$ cat src/rtl/core/markup_glyph_blit_sequencer_assert.svh
// ----------------------------------------------------------------------------
// markup glyph blit sequencer assertion macros
// shared helpers for clocked checks held off during reset
// ----------------------------------------------------------------------------
`ifndef MARKUP_GLYPH_BLIT_SEQUENCER_ASSERT_SVH
`define MARKUP_GLYPH_BLIT_SEQUENCER_ASSERT_SVH

// same-cycle implication
`define MGBS_ASSERT_IMPLY(label, clk, rst_n, ante, cons) \
  label: assert property (@(posedge clk) disable iff (!rst_n) (ante) |-> (cons)) \
    else $error("mgbs check failed");

// next-cycle implication
`define MGBS_ASSERT_NEXT(label, clk, rst_n, ante, cons) \
  label: assert property (@(posedge clk) disable iff (!rst_n) (ante) |=> (cons)) \
    else $error("mgbs check failed");

`endif

$ cat src/rtl/core/mgbs_pkg.sv
// ----------------------------------------------------------------------------
// mgbs_pkg
// types and constants of the markup glyph blit sequencer
// ----------------------------------------------------------------------------
package mgbs_pkg;

  localparam int BYTE_W     = 8;
  localparam int MAP_ENTRIES = 256;
  localparam int MAP_IDX_W  = $clog2(MAP_ENTRIES);
  localparam int STYLE_W    = 7;
  localparam int ALPHA_W    = 3;
  localparam int CFG_IDX_W  = 3;
  localparam int CFG_DATA_W = 8;
  localparam int POS_W      = 16;
  localparam int SRC_Y_W    = 14;

  localparam int DIV_W     = 8;
  localparam int DIVISOR_W = 7;
  localparam int DIV_STEPS = DIV_W;
  localparam int STEP_W    = $clog2(DIV_STEPS);
  localparam logic [STEP_W-1:0] DIV_LAST = STEP_W'(DIV_STEPS - 1);

  localparam logic [BYTE_W-1:0] CH_CARET = 8'h5E;
  localparam logic [BYTE_W-1:0] CH_LESS  = 8'h3C;
  localparam logic [BYTE_W-1:0] CH_HASH  = 8'h23;
  localparam logic [BYTE_W-1:0] CH_APOS  = 8'h27;
  localparam logic [BYTE_W-1:0] CH_ZERO  = 8'h30;

  typedef enum logic [1:0] {
    CMD_BEGIN  = 2'd0,
    CMD_TEXT   = 2'd1,
    CMD_MAP_WR = 2'd2,
    CMD_NONE   = 2'd3
  } cmd_t;

  typedef enum logic [CFG_IDX_W-1:0] {
    CFG_GLYPH_WIDTH   = 3'd0,
    CFG_GLYPH_HEIGHT  = 3'd1,
    CFG_STYLE_COUNT   = 3'd2,
    CFG_GLYPH_OVERLAP = 3'd3,
    CFG_ALPHA_LEVELS  = 3'd4
  } cfg_idx_t;

  typedef enum logic [1:0] {
    ST_IDLE,
    ST_POP,
    ST_DIV,
    ST_EMIT
  } state_t;

  typedef struct packed {
    logic [STYLE_W-1:0] style;
    logic [ALPHA_W-1:0] alpha;
  } attr_t;

  typedef struct packed {
    logic                 start;
    logic [DIV_W-1:0]     dividend;
    logic [DIVISOR_W-1:0] divisor;
  } div_req_t;

  typedef struct packed {
    logic                 done;
    logic [DIVISOR_W-1:0] remainder;
  } div_rsp_t;

endpackage

$ cat src/rtl/core/mgbs_in_if.sv
// ----------------------------------------------------------------------------
// mgbs_in_if
// input channel: command beats with begin positions, text bytes and map writes
// ----------------------------------------------------------------------------
interface mgbs_in_if;
  logic                             valid;
  logic                             ready;
  logic [1:0]                       command;
  logic [mgbs_pkg::BYTE_W-1:0]      text_byte;
  logic [mgbs_pkg::BYTE_W-1:0]      map_glyph;
  logic signed [mgbs_pkg::POS_W-1:0] start_x;
  logic signed [mgbs_pkg::POS_W-1:0] start_y;

  modport source (output valid, command, text_byte, map_glyph, start_x, start_y,
                  input ready);
  modport sink (input valid, command, text_byte, map_glyph, start_x, start_y,
                output ready);
endinterface

$ cat src/rtl/core/mgbs_out_if.sv
// ----------------------------------------------------------------------------
// mgbs_out_if
// result channel: one glyph blit command per beat
// ----------------------------------------------------------------------------
interface mgbs_out_if;
  logic                               valid;
  logic                               ready;
  logic [mgbs_pkg::POS_W-1:0]         source_x;
  logic [mgbs_pkg::SRC_Y_W-1:0]       source_y;
  logic [mgbs_pkg::ALPHA_W-1:0]       alpha_plane;
  logic signed [mgbs_pkg::POS_W-1:0]  dest_x;
  logic signed [mgbs_pkg::POS_W-1:0]  dest_y;

  modport source (output valid, source_x, source_y, alpha_plane, dest_x, dest_y,
                  input ready);
  modport sink (input valid, source_x, source_y, alpha_plane, dest_x, dest_y,
                output ready);
endinterface

$ cat src/rtl/core/markup_glyph_blit_sequencer.sv
// ----------------------------------------------------------------------------
// markup_glyph_blit_sequencer
// text bytes with caret escapes in, one glyph blit command per visible byte out
// ----------------------------------------------------------------------------
// timing depends on the input beat: begin, map write, plain caret and unused
// commands leave the sequencer idle; a visible glyph reads the glyph map, then
// does the multiplies into the output register, waiting while a previous
// result is still unaccepted; a pop reads the attribute stack, unless the
// stack is empty and it stays idle; a style or alpha push waits for the
// 8-step serial remainder unit. the glyph map reads as zero after reset
// through per-entry valid bits, so there is no clearing pass
`include "markup_glyph_blit_sequencer_assert.svh"

module markup_glyph_blit_sequencer #(
  parameter int STACK_DEPTH = 16
) (
  input  logic                                clk,
  input  logic                                rst_n,
  input  logic                                cfg_we,
  input  logic [mgbs_pkg::CFG_IDX_W-1:0]      cfg_index,
  input  logic [mgbs_pkg::CFG_DATA_W-1:0]     cfg_wdata,
  mgbs_in_if.sink                             in_ch,
  mgbs_out_if.source                          out_ch
);

  localparam int CNT_W = $clog2(STACK_DEPTH + 1);
  localparam int IDX_W = (STACK_DEPTH > 1) ? $clog2(STACK_DEPTH) : 1;
  localparam logic [CNT_W-1:0] DEPTH_C = CNT_W'(STACK_DEPTH);

  // configuration
  logic [7:0]                      glyph_width_r;
  logic [7:0]                      glyph_height_r;
  logic [mgbs_pkg::STYLE_W-1:0]    style_count_r;
  logic [7:0]                      glyph_overlap_r;
  logic [3:0]                      alpha_levels_r;

  // control
  mgbs_pkg::state_t                state_r, state_nxt;
  logic                            esc_r;
  logic [CNT_W-1:0]                cnt_r;
  mgbs_pkg::attr_t                 cur_r;
  logic [mgbs_pkg::POS_W-1:0]      pen_x_r;
  logic [mgbs_pkg::POS_W-1:0]      pen_y_r;
  logic                            out_valid_r;
  logic [mgbs_pkg::MAP_ENTRIES-1:0] map_vld_r;

  // storage and payload
  logic [7:0]                      map_mem [mgbs_pkg::MAP_ENTRIES];
  mgbs_pkg::attr_t                 stk_mem [STACK_DEPTH];
  logic [7:0]                      map_rd_r;
  logic                            map_rd_vld_r;
  mgbs_pkg::attr_t                 stk_rd_r;
  logic                            kind_alpha_r;
  logic [mgbs_pkg::POS_W-1:0]      src_x_r;
  logic [mgbs_pkg::SRC_Y_W-1:0]    src_y_r;
  logic [mgbs_pkg::ALPHA_W-1:0]    alpha_r;
  logic [mgbs_pkg::POS_W-1:0]      dst_x_r;
  logic [mgbs_pkg::POS_W-1:0]      dst_y_r;

  // decode
  logic                            in_fire;
  logic                            is_begin, is_text, is_map_wr;
  logic                            esc_set, do_pop, do_push, do_glyph;
  logic                            alpha_sel;
  logic [mgbs_pkg::BYTE_W-1:0]     tbyte;
  logic [CNT_W-1:0]                cnt_m1;
  logic                            stk_full;

  // sequencer outputs
  logic                            pop_en, push_en, emit_en;

  // shared unit
  mgbs_pkg::div_req_t              div_req;
  mgbs_pkg::div_rsp_t              div_rsp;

  // push and emit datapath
  logic                            mod_zero;
  logic [mgbs_pkg::STYLE_W-1:0]    push_val;
  mgbs_pkg::attr_t                 push_base;
  mgbs_pkg::attr_t                 push_attr;
  logic [7:0]                      glyph;
  logic [15:0]                     sx_prod;
  logic [14:0]                     sy_prod;

  assign tbyte     = in_ch.text_byte;
  assign in_fire   = in_ch.valid && in_ch.ready;
  assign is_begin  = in_fire && (in_ch.command == mgbs_pkg::CMD_BEGIN);
  assign is_text   = in_fire && (in_ch.command == mgbs_pkg::CMD_TEXT);
  assign is_map_wr = in_fire && (in_ch.command == mgbs_pkg::CMD_MAP_WR);
  assign esc_set   = is_text && !esc_r && (tbyte == mgbs_pkg::CH_CARET);
  assign do_pop    = is_text && esc_r && (tbyte == mgbs_pkg::CH_LESS);
  assign do_push   = is_text && esc_r && (tbyte != mgbs_pkg::CH_LESS) &&
                     (tbyte != mgbs_pkg::CH_CARET);
  assign do_glyph  = is_text && !esc_set && !do_pop && !do_push;
  assign alpha_sel = tbyte inside {[mgbs_pkg::CH_HASH:mgbs_pkg::CH_APOS]};
  assign cnt_m1    = cnt_r - 1'b1;
  assign stk_full  = (cnt_r == DEPTH_C);

  // shared remainder unit request
  always_comb begin
    div_req.start = do_push;
    if (alpha_sel) begin
      div_req.dividend = tbyte - mgbs_pkg::CH_HASH;
      div_req.divisor  = {{(mgbs_pkg::DIVISOR_W - 4){1'b0}}, alpha_levels_r};
    end else begin
      div_req.dividend = (tbyte >= mgbs_pkg::CH_ZERO) ? (tbyte - mgbs_pkg::CH_ZERO)
                                                      : (mgbs_pkg::CH_ZERO - tbyte);
      div_req.divisor  = style_count_r;
    end
  end

  mgbs_divider u_div (
    .clk   (clk),
    .rst_n (rst_n),
    .req   (div_req),
    .rsp   (div_rsp)
  );

  // next state
  always_comb begin
    state_nxt = state_r;
    case (state_r)
      mgbs_pkg::ST_IDLE: begin
        if (do_pop && (cnt_r != '0)) begin
          state_nxt = mgbs_pkg::ST_POP;
        end else if (do_push) begin
          state_nxt = mgbs_pkg::ST_DIV;
        end else if (do_glyph) begin
          state_nxt = mgbs_pkg::ST_EMIT;
        end
      end
      mgbs_pkg::ST_POP: state_nxt = mgbs_pkg::ST_IDLE;
      mgbs_pkg::ST_DIV: begin
        if (div_rsp.done) begin
          state_nxt = mgbs_pkg::ST_IDLE;
        end
      end
      mgbs_pkg::ST_EMIT: begin
        if (!out_valid_r || out_ch.ready) begin
          state_nxt = mgbs_pkg::ST_IDLE;
        end
      end
      default: state_nxt = mgbs_pkg::ST_IDLE;
    endcase
  end

  // sequencer outputs
  always_comb begin
    in_ch.ready = 1'b0;
    pop_en      = 1'b0;
    push_en     = 1'b0;
    emit_en     = 1'b0;
    case (state_r)
      mgbs_pkg::ST_IDLE: in_ch.ready = 1'b1;
      mgbs_pkg::ST_POP:  pop_en      = 1'b1;
      mgbs_pkg::ST_DIV:  push_en     = div_rsp.done;
      mgbs_pkg::ST_EMIT: emit_en     = !out_valid_r || out_ch.ready;
      default: ;
    endcase
  end

  // push value; on a full stack the new attribute is built on the top entry and nothing is pushed
  always_comb begin
    mod_zero  = kind_alpha_r ? (alpha_levels_r == '0) : (style_count_r == '0);
    push_val  = mod_zero ? '0 : div_rsp.remainder;
    push_base = stk_full ? stk_rd_r : cur_r;
    push_attr = push_base;
    if (kind_alpha_r) begin
      push_attr.alpha = push_val[mgbs_pkg::ALPHA_W-1:0];
    end else begin
      push_attr.style = push_val;
    end
  end

  assign glyph   = map_rd_vld_r ? map_rd_r : 8'd0;
  assign sx_prod = {8'd0, glyph} * {8'd0, glyph_width_r};
  assign sy_prod = {8'd0, cur_r.style} * {7'd0, glyph_height_r};

  // control registers
  always_ff @(posedge clk) begin
    if (!rst_n) begin
      glyph_width_r   <= 8'd8;
      glyph_height_r  <= 8'd8;
      style_count_r   <= 7'd1;
      glyph_overlap_r <= 8'd0;
      alpha_levels_r  <= 4'd1;
      state_r         <= mgbs_pkg::ST_IDLE;
      esc_r           <= 1'b0;
      cnt_r           <= '0;
      cur_r           <= '0;
      pen_x_r         <= '0;
      pen_y_r         <= '0;
      out_valid_r     <= 1'b0;
      map_vld_r       <= '0;
    end else begin
      state_r <= state_nxt;
      if (cfg_we) begin
        case (cfg_index)
          mgbs_pkg::CFG_GLYPH_WIDTH:   glyph_width_r   <= cfg_wdata;
          mgbs_pkg::CFG_GLYPH_HEIGHT:  glyph_height_r  <= cfg_wdata;
          mgbs_pkg::CFG_STYLE_COUNT:   style_count_r   <= cfg_wdata[mgbs_pkg::STYLE_W-1:0];
          mgbs_pkg::CFG_GLYPH_OVERLAP: glyph_overlap_r <= cfg_wdata;
          mgbs_pkg::CFG_ALPHA_LEVELS:  alpha_levels_r  <= cfg_wdata[3:0];
          default: ;
        endcase
      end
      if (is_begin) begin
        pen_x_r <= in_ch.start_x;
        pen_y_r <= in_ch.start_y;
        cnt_r   <= '0;
        cur_r   <= '0;
        esc_r   <= 1'b0;
      end else if (is_text) begin
        esc_r <= esc_set;
      end
      if (is_map_wr) begin
        map_vld_r[tbyte] <= 1'b1;
      end
      if (pop_en) begin
        cur_r <= stk_rd_r;
        cnt_r <= cnt_m1;
      end
      if (push_en) begin
        cur_r <= push_attr;
        if (!stk_full) begin
          cnt_r <= cnt_r + 1'b1;
        end
      end
      if (emit_en) begin
        pen_x_r <= pen_x_r + {8'd0, glyph_width_r} - {8'd0, glyph_overlap_r};
      end
      if (emit_en) begin
        out_valid_r <= 1'b1;
      end else if (out_ch.ready) begin
        out_valid_r <= 1'b0;
      end
    end
  end

  // memories and payload
  always_ff @(posedge clk) begin
    if (is_map_wr) begin
      map_mem[tbyte] <= in_ch.map_glyph;
    end
    if (in_fire) begin
      map_rd_r     <= map_mem[tbyte];
      map_rd_vld_r <= map_vld_r[tbyte];
      kind_alpha_r <= alpha_sel;
    end
    if (push_en && !stk_full) begin
      stk_mem[cnt_r[IDX_W-1:0]] <= cur_r;
    end
    stk_rd_r <= stk_mem[cnt_m1[IDX_W-1:0]];
    if (emit_en) begin
      src_x_r <= sx_prod;
      src_y_r <= sy_prod[mgbs_pkg::SRC_Y_W-1:0];
      alpha_r <= cur_r.alpha;
      dst_x_r <= pen_x_r;
      dst_y_r <= pen_y_r;
    end
  end

  assign out_ch.valid       = out_valid_r;
  assign out_ch.source_x    = src_x_r;
  assign out_ch.source_y    = src_y_r;
  assign out_ch.alpha_plane = alpha_r;
  assign out_ch.dest_x      = dst_x_r;
  assign out_ch.dest_y      = dst_y_r;

  `MGBS_ASSERT_IMPLY(a_cnt_bound, clk, rst_n, 1'b1, cnt_r <= DEPTH_C)
  `MGBS_ASSERT_IMPLY(a_div_done_in_div, clk, rst_n, div_rsp.done,
                     state_r == mgbs_pkg::ST_DIV)
  `MGBS_ASSERT_NEXT(a_emit_waits, clk, rst_n,
                    (state_r == mgbs_pkg::ST_EMIT) && out_valid_r && !out_ch.ready,
                    (state_r == mgbs_pkg::ST_EMIT) && out_valid_r)
  `MGBS_ASSERT_NEXT(a_pen_hold, clk, rst_n, !is_begin && !emit_en, $stable(pen_x_r))

endmodule

$ cat src/rtl/core/mgbs_divider.sv
// ----------------------------------------------------------------------------
// mgbs_divider
// serial restoring remainder unit, one dividend bit per cycle
// ----------------------------------------------------------------------------
module mgbs_divider (
  input  logic               clk,
  input  logic               rst_n,
  input  mgbs_pkg::div_req_t req,
  output mgbs_pkg::div_rsp_t rsp
);

  logic                                busy_r;
  logic                                done_r;
  logic [mgbs_pkg::STEP_W-1:0]         step_r;
  logic [mgbs_pkg::DIV_W-1:0]          dvd_r;
  logic [mgbs_pkg::DIVISOR_W-1:0]      dvs_r;
  logic [mgbs_pkg::DIV_W-1:0]          rem_r;
  logic [mgbs_pkg::DIV_W:0]            trial;
  logic [mgbs_pkg::DIV_W-1:0]          rem_nxt;

  always_comb begin
    trial = {rem_r, dvd_r[mgbs_pkg::DIV_W-1]};
    if (trial >= {{(mgbs_pkg::DIV_W + 1 - mgbs_pkg::DIVISOR_W){1'b0}}, dvs_r}) begin
      rem_nxt = mgbs_pkg::DIV_W'(trial - {{(mgbs_pkg::DIV_W + 1 - mgbs_pkg::DIVISOR_W){1'b0}},
                                          dvs_r});
    end else begin
      rem_nxt = trial[mgbs_pkg::DIV_W-1:0];
    end
  end

  always_ff @(posedge clk) begin
    if (!rst_n) begin
      busy_r <= 1'b0;
      done_r <= 1'b0;
      step_r <= '0;
    end else begin
      done_r <= 1'b0;
      if (req.start) begin
        busy_r <= 1'b1;
        step_r <= '0;
      end else if (busy_r) begin
        step_r <= step_r + 1'b1;
        if (step_r == mgbs_pkg::DIV_LAST) begin
          busy_r <= 1'b0;
          done_r <= 1'b1;
        end
      end
    end
  end

  always_ff @(posedge clk) begin
    if (req.start) begin
      dvd_r <= req.dividend;
      dvs_r <= req.divisor;
      rem_r <= '0;
    end else if (busy_r) begin
      dvd_r <= {dvd_r[mgbs_pkg::DIV_W-2:0], 1'b0};
      rem_r <= rem_nxt;
    end
  end

  assign rsp.done      = done_r;
  assign rsp.remainder = rem_r[mgbs_pkg::DIVISOR_W-1:0];

endmodule
$ cat src/flat_wrapper.sv
// flat-port wrapper written by rule: the top's interface ports become plain ports
module markup_glyph_blit_sequencer_flat 
#(
  parameter int STACK_DEPTH = 16
)
  (clk, rst_n, cfg_we, cfg_index, cfg_wdata, in_ch_valid, in_ch_command, in_ch_text_byte, in_ch_map_glyph, in_ch_start_x, in_ch_start_y, in_ch_ready, out_ch_valid, out_ch_source_x, out_ch_source_y, out_ch_alpha_plane, out_ch_dest_x, out_ch_dest_y, out_ch_ready);
  mgbs_in_if in_ch_i ();
  mgbs_out_if out_ch_i ();
  input  logic clk;
  input  logic rst_n;
  input  logic cfg_we;
  input  logic [mgbs_pkg::CFG_IDX_W-1:0] cfg_index;
  input  logic [mgbs_pkg::CFG_DATA_W-1:0] cfg_wdata;
  input wire logic [$bits(in_ch_i.valid)-1:0] in_ch_valid;
  input wire logic [$bits(in_ch_i.command)-1:0] in_ch_command;
  input wire logic [$bits(in_ch_i.text_byte)-1:0] in_ch_text_byte;
  input wire logic [$bits(in_ch_i.map_glyph)-1:0] in_ch_map_glyph;
  input wire logic [$bits(in_ch_i.start_x)-1:0] in_ch_start_x;
  input wire logic [$bits(in_ch_i.start_y)-1:0] in_ch_start_y;
  output wire logic [$bits(in_ch_i.ready)-1:0] in_ch_ready;
  output wire logic [$bits(out_ch_i.valid)-1:0] out_ch_valid;
  output wire logic [$bits(out_ch_i.source_x)-1:0] out_ch_source_x;
  output wire logic [$bits(out_ch_i.source_y)-1:0] out_ch_source_y;
  output wire logic [$bits(out_ch_i.alpha_plane)-1:0] out_ch_alpha_plane;
  output wire logic [$bits(out_ch_i.dest_x)-1:0] out_ch_dest_x;
  output wire logic [$bits(out_ch_i.dest_y)-1:0] out_ch_dest_y;
  input wire logic [$bits(out_ch_i.ready)-1:0] out_ch_ready;
  assign in_ch_i.valid = in_ch_valid;
  assign in_ch_i.command = in_ch_command;
  assign in_ch_i.text_byte = in_ch_text_byte;
  assign in_ch_i.map_glyph = in_ch_map_glyph;
  assign in_ch_i.start_x = in_ch_start_x;
  assign in_ch_i.start_y = in_ch_start_y;
  assign in_ch_ready = in_ch_i.ready;
  assign out_ch_valid = out_ch_i.valid;
  assign out_ch_source_x = out_ch_i.source_x;
  assign out_ch_source_y = out_ch_i.source_y;
  assign out_ch_alpha_plane = out_ch_i.alpha_plane;
  assign out_ch_dest_x = out_ch_i.dest_x;
  assign out_ch_dest_y = out_ch_i.dest_y;
  assign out_ch_i.ready = out_ch_ready;
  markup_glyph_blit_sequencer #(.STACK_DEPTH(STACK_DEPTH)) u_core (.clk(clk), .rst_n(rst_n), .cfg_we(cfg_we), .cfg_index(cfg_index), .cfg_wdata(cfg_wdata), .in_ch(in_ch_i), .out_ch(out_ch_i));
endmodule
$ cat config.mk
export PLATFORM = sky130hd
export DESIGN_NAME = markup_glyph_blit_sequencer_flat
export DESIGN_NICKNAME = d
export VERILOG_FILES = /design/src/rtl/core/mgbs_pkg.sv /design/src/rtl/core/mgbs_in_if.sv /design/src/rtl/core/mgbs_out_if.sv /design/src/rtl/core/markup_glyph_blit_sequencer.sv /design/src/rtl/core/mgbs_divider.sv /design/src/flat_wrapper.sv
export VERILOG_INCLUDE_DIRS = /design/src /design/src/rtl/core
export SDC_FILE = /design/constraint.sdc
export NUM_CORES = 2
export LEC_CHECK = 0
export BUFFER_PORTS_ARGS = -buffer_cell sky130_fd_sc_hd__buf_2
export CORE_MARGIN = 1.5
export CORE_UTILIZATION = 50
export CTS_CLUSTER_SIZE = 14
export DETAILED_ROUTE_END_ITERATION = 7
export PLACE_DENSITY = 0.71
export SYNTH_ARGS = -nofsm -noshare
export SYNTH_HDL_FRONTEND = slang
export SYNTH_HIERARCHICAL = 1
export SYNTH_SLANG_ARGS = --single-unit
$ cat constraint.sdc
create_clock -name clk -period 5.9 [get_ports clk]
set_input_delay 1.18 -clock clk [delete_from_list [all_inputs] [get_ports clk]]
set_output_delay 1.18 -clock clk [all_outputs]
set_load 0.01 [all_outputs]
== Word level (Yosys, flattened, before mapping) ==
Memories as Yosys holds them, arrays and structs flattened. A register that Yosys moved wholly into a read port is not among the register bits.
Index checks and enable logic that the tools add are counted.
Widths: inputs -> output; s select.

* Eq/ne operators: 20
* Reductions and logical operators: 45
* Multipliers: 2
* $add $sub $neg: 9
* Bitwise gates (word level): 3
* Mux-type cells: 44
* $lt $le $gt $ge: 6

{| class="wikitable"
|+ Operators by type and width
! kind !! number
|-
| $or 256x256->256 || 1
|-
| $mux 10 || 4
|-
| $mux 8 || 5
|-
| $mux 16 || 2
|-
| $mux 5 || 4
|-
| $logic_and 1x1->1 || 17
|-
| $mux 1 || 17
|-
| $add 16x8->16 || 1
|-
| $ge 8x6->1 const B || 2
|-
| $mul 8x8->16 || 1
|-
| $sub 16x8->16 || 1
|-
| $sub 8x6->8 const B || 2
|-
| $mux 15 || 1
|-
| $mul 7x8->14 || 1
|-
| $mux 7 || 2
|-
| $reduce_and 2->1 || 7
|-
| $mux 2 || 5
|-
| $ge 9x7->1 || 1
|-
| $lt 8x9->1 const B || 1
|-
| $bmux 1 s8 || 1
|-
| $demux 1 s8 || 1
|-
| $eq 8x6->1 const B || 1
|-
| $eq 8x7->1 const B || 1
|-
| $ge 8x1->1 const B || 1
|-
| 34 further kinds || 49
|}

* Bits in registers: 437
* Input port bits: 66
* Word-level logic and storage cells: 159
* Memories kept: 2
* RAM bits: 2208

{| class="wikitable"
|+ Memories
! memory !! depth !! width !! rd ports !! clocked after memory_dff !! wr ports !! line !! source
|-
| u_core.map_mem || 256 || 8 || 1 || 1 || 1 || markup_glyph_blit_sequencer.sv:48 || <nowiki>logic [7:0] map_mem [mgbs_pkg::MAP_ENTRIES];</nowiki>
|-
| u_core.stk_mem || 16 || 10 || 1 || 1 || 1 || markup_glyph_blit_sequencer.sv:49 || <nowiki>mgbs_pkg::attr_t stk_mem [STACK_DEPTH];</nowiki>
|}

== Depth between registers and ports, before layout ==
* Word-level depth: 14
* Depth in mapped cells: 19

== Modules after synthesis ==
Netlist, hierarchy kept.

{| class="wikitable"
|+ Modules (own cells, without submodules)
! module !! cells an instance !! sequential area each (um^2) !! area an instance (um^2) !! times used
|-
| markup_glyph_blit_sequencer || 6118 || 75602.5 || 106029.2 || 1
|-
| mgbs_divider || 155 || 710.7 || 1614.0 || 1
|}

== Worst setup path before layout ==
Ideal clock, no wire load.

* Path kind: input to register
* Start point: in in_ch_text_byte[0]
* End point: reg u_core/u_div/dvd_r[1] (netlist bit) (data pin)
* Data required time: 5.640 ns
* Path slack: 0.967 ns
* Arrival: 4.673 ns
* Stages on the path: 14
* Cell sequence: buf_6 -> buf_4 -> buf_6 -> buf_4 -> buf_4 -> buf_4 -> buf_4 -> inv_1 -> ha_1 -> nand2_1 -> o21ai_0 -> nor3b_1 -> buf_1 -> mux2_2

{| class="wikitable"
|+ RTL lines
! what !! line !! source
|-
| start, declared || flat_wrapper.sv:16 || <nowiki>input wire logic [$bits(in_ch_i.text_byte)-1:0] in_ch_text_byte;</nowiki>
|-
| end signal, assigned || mgbs_divider.sv:53 || <nowiki>dvd_r <= req.dividend;</nowiki>
|-
| end signal, assigned || mgbs_divider.sv:57 || <nowiki>dvd_r <= {dvd_r[mgbs_pkg::DIV_W-2:0], 1'b0};</nowiki>
|-
| end, declared || mgbs_divider.sv:15 || <nowiki>logic [mgbs_pkg::DIV_W-1:0] dvd_r;</nowiki>
|}

== Worst setup path in the final report ==
* Start point: reg u_core.map_rd_vld_r
* End point: reg u_core.src_x_r, in the netlist u_core/out_ch.source_x[15] (data pin)

* Word-level cells in the longest chain between the ends: 2

{| class="wikitable"
|+ Ends and longest elaborated chain
! what !! line !! source
|-
| start, declared || markup_glyph_blit_sequencer.sv:51 || <nowiki>logic map_rd_vld_r;</nowiki>
|-
| start signal, assigned || markup_glyph_blit_sequencer.sv:247 || <nowiki>map_rd_vld_r <= map_vld_r[tbyte];</nowiki>
|-
| $mux 8 || markup_glyph_blit_sequencer.sv:175 || <nowiki>assign glyph = map_rd_vld_r ? map_rd_r : 8'd0;</nowiki>
|-
| $mul 8x8->16 || markup_glyph_blit_sequencer.sv:176 || <nowiki>assign sx_prod = {8'd0, glyph} * {8'd0, glyph_width_r};</nowiki>
|-
| net u_core.sx_prod[15] || markup_glyph_blit_sequencer.sv:82 || <nowiki>logic [15:0] sx_prod;</nowiki>
|-
| end signal, assigned || markup_glyph_blit_sequencer.sv:255 || <nowiki>src_x_r <= sx_prod;</nowiki>
|-
| end, declared || markup_glyph_blit_sequencer.sv:54 || <nowiki>logic [mgbs_pkg::POS_W-1:0] src_x_r;</nowiki>
|}

The timed path passes the listed nets, and every way through them passes these cells.
A chain may end at the register's enable or synchronous reset.

==> impl_metrics.tcl <==
set metrics [dict create \
    status "completed" \
    gp_congestion 0.898 \
    post-route-period-util_pct 85.3 \
    synth_ff_type "edfxtp_1" \
    ys_types 81 \
    period_needed_ps 5030 \
    grt_pass1_wl_um 401000 \
    cts.sinks 2663 \
    grt.overflow.total 0 \
    syn_nets 6516 \
    fp.dieW_um 467 \
    routed_wl_um 275000 \
    end_kind "register" \
    gr-usage-all-layers_pct 25.0 \
    async_flop_share_pct 0 \
    r2r_cells 14 \
    power.density_nw_per_um2 330 \
    synth_area_leaders "edfxtp_1 (64%), mux4_2 (12%), dfxtp_1 (6.8%)" \
    grt_pass1_vias 58500 \
    syn_area_um2 108000 \
    path_max_fanout 38 \
    drive_above_1_share_pct 20.1 \
    worstSetupPathType "register to register" \
    synth_edf_count 2298 \
    finalHoldViolCount 0 \
    dieHeight_um 467 \
    synth.most_common_cell "edfxtp_1" \
    route.detailed.drc 0 \
    drv_slew 0 \
    synth_cells 6273 \
    nets 6785 \
    ant_nets 0 \
    hold_path_class "register to register" \
    yosysTopAreaCell "edfxtp_1" \
    synth_top_area_share_pct 64.1 \
    die_area_um2 218000 \
    synth_seq_cells 2663 \
    htree_levels 5 \
    yosysWarnings 6 \
    setup_violations 0 \
    grt_setup_unrepaired "false" \
    insertion_delay_ps 910 \
    hold_depth 0 \
    tightest_slew_ps 1410 \
    power.total_mw 40.0 \
    vias 60300 \
    first_pass_iters 8 \
    fmax_ghz 0.199 \
    utilization_pct 56.5 \
    core_um2 214000 \
    max-vdd-ir-drop_mv 0.306 \
    p_leak_nw 40.6 \
    arrival_ps 5690 \
    ios 133 \
    post_cts_buffers 0 \
    rows 170 \
    wl_per_cell_um 28.6 \
    hpwl_um 170000 \
    tritoncts "yes" \
    grt_max_degree 157 \
    syn2layout_area_growth_pct 12.5 \
    clockBufferDepth 4 \
    required_ps 6560 \
    skew_ps 54.7 \
    cts_resized 0 \
    viasPerCell 6.28 \
    portBuffers 132 \
    syn_area_per_cell_um2 17.2 \
    first_iter_violations 7994 \
    ys_top_cells_by_count "edfxtp_1 (2298), nor2_1 (873), mux4_2 (592)" \
    clk_pin_slew_ps 60 \
    holdBufCountCts 0 \
    cts_root_buffer "clkbuf_16" \
    relSlewSlack_pct 5.97 \
    antenna_found_initial 18 \
    cts_buffers 283 \
    maxCapViolations 0 \
    cp-start-kind "register" \
    yosysSeqAreaShare_pct 70.9 \
    start_util_pct 50.3 \
    finalSetupTns_ps 0 \
]
## sequential cells by signal, summed over array words and instances (netlist names), 4 cells and up
signal,count
u_core/map_mem,2048
u_core/map_vld_r,256
u_core/stk_mem,160
u_core/out_ch.dest_x,16
u_core/out_ch.dest_y,16
u_core/out_ch.source_x,16
u_core/pen_x_r,16
u_core/pen_y_r,16
u_core/out_ch.source_y,14
u_core/cur_r,10
u_core/stk_rd_r,10
u_core/glyph_height_r,8
u_core/glyph_overlap_r,8
u_core/glyph_width_r,8
u_core/map_rd_r,8
u_core/u_div/dvd_r,8
u_core/u_div/rem_r,8
u_core/style_count_r,7
u_core/u_div/dvs_r,7
u_core/cnt_r,5
u_core/alpha_levels_r,4
## through the flow
step                hold slack [ps]  instances  instance area, µm²  setup WS, ps
global route                    443       9590              121000           543
finish                          429       9596              121000           868
global placement                411       9095              112000           799
floorplan                       408       6273              108000           967
CTS                             429       9589              121000           936
detailed placement              414       9095              112000           810
## cell type report
type                            count  area [µm²]
Multi-Input combinational cell   3113       29100
Antenna cell                        7        17.5
Clock inverter                     87         896
Sequential cell                  2663       76300
Clock buffer                      407        8080
Tap cell                         2838        3550
Timing Repair Buffer              329        2630
Inverter                          152         586
Fill cell                       15700       93100
## layout by cell type, fill, tap and decap left out, types with 42 or more instances in the layout
cell type | synthesis | final
buf_4 | 50 | 167
o21ai_0 | 55 | 55
clkbuf_1 | 196 | 81
clkbuf_16 | 0 | 292
fa_1 | 73 | 73
nand2_1 | 300 | 299
nand3_1 | 91 | 86
and3_1 | 68 | 68
buf_2 | 56 | 120
mux4_2 | 592 | 592
inv_1 | 149 | 147
nor2_1 | 873 | 873
o22ai_1 | 51 | 51
ha_1 | 104 | 104
mux2i_1 | 224 | 224
and2_1 | 60 | 60
o221ai_1 | 93 | 93
a21oi_1 | 168 | 168
dfxtp_1 | 365 | 364
edfxtp_1 | 2298 | 2298
clkbuf_8 | 1 | 42
## logic make-up (layout without fill, tap and decap cells)
family / count (synthesis) / in the layout / share of synthesized area (%)
fa+ha+maj: 178 / 178 / 2.58
mux: 827 / 827 / 14.6
xor+xnor: 44 / 44 / 0.358
buf+inv: 497 / 975 / 2.17
simple gates: 1509 / 1509 / 5.93
compound gates: 555 / 555 / 3.49
other cells: 0 / 7 / 0
flops: 2663 / 2663 / 70.9
## worst max-delay path: stages, from the launching register on
cell and delay [ps]:
edfxtp_1 900, buf_4 370, and3_1 210, fa_1 440, fa_1 510, fa_1 500
inv_1 50, fa_1 470, inv_1 40, ha_1 340, a21o_1 180, a31o_2 220
a41oi_1 280, a21oi_1 130, xnor2_1 140
## layer usage
metal / GRT usage (%) / share of wire (%) / vias to the layer above
li1: - / - / 25000
met1: 36.2 / 39 / 31100
met2: 37.5 / 45 / 3578
met3: 5.70 / 12 / 598
met4: 8.82 / 3.6 / 14
met5: 0 / 0.039 / -
## worst paths after layout
kind | from | endpoint | slack (ps)
worst min-delay path | u_core/pen_y_r[14] | u_core/out_ch.dest_y[14] | 430
worst max-delay path | u_core/map_rd_vld_r | u_core/out_ch.source_x[15] | 870
worst min register to register | u_core/pen_y_r[14] | u_core/out_ch.dest_y[14] | 430
worst max register to register | u_core/map_rd_vld_r | u_core/out_ch.source_x[15] | 870
## report_power, final
part | switching [mW] | total (mW) | leakage, nW | internal, mW
registers | 0.0909 | 20.6 | 23.7 | 20.5
clock network | 7.07 | 17.3 | 4.40 | 10.3
logic | 1.36 | 2.10 | 12.5 | 0.738
(Power assumes the default switching activity.)
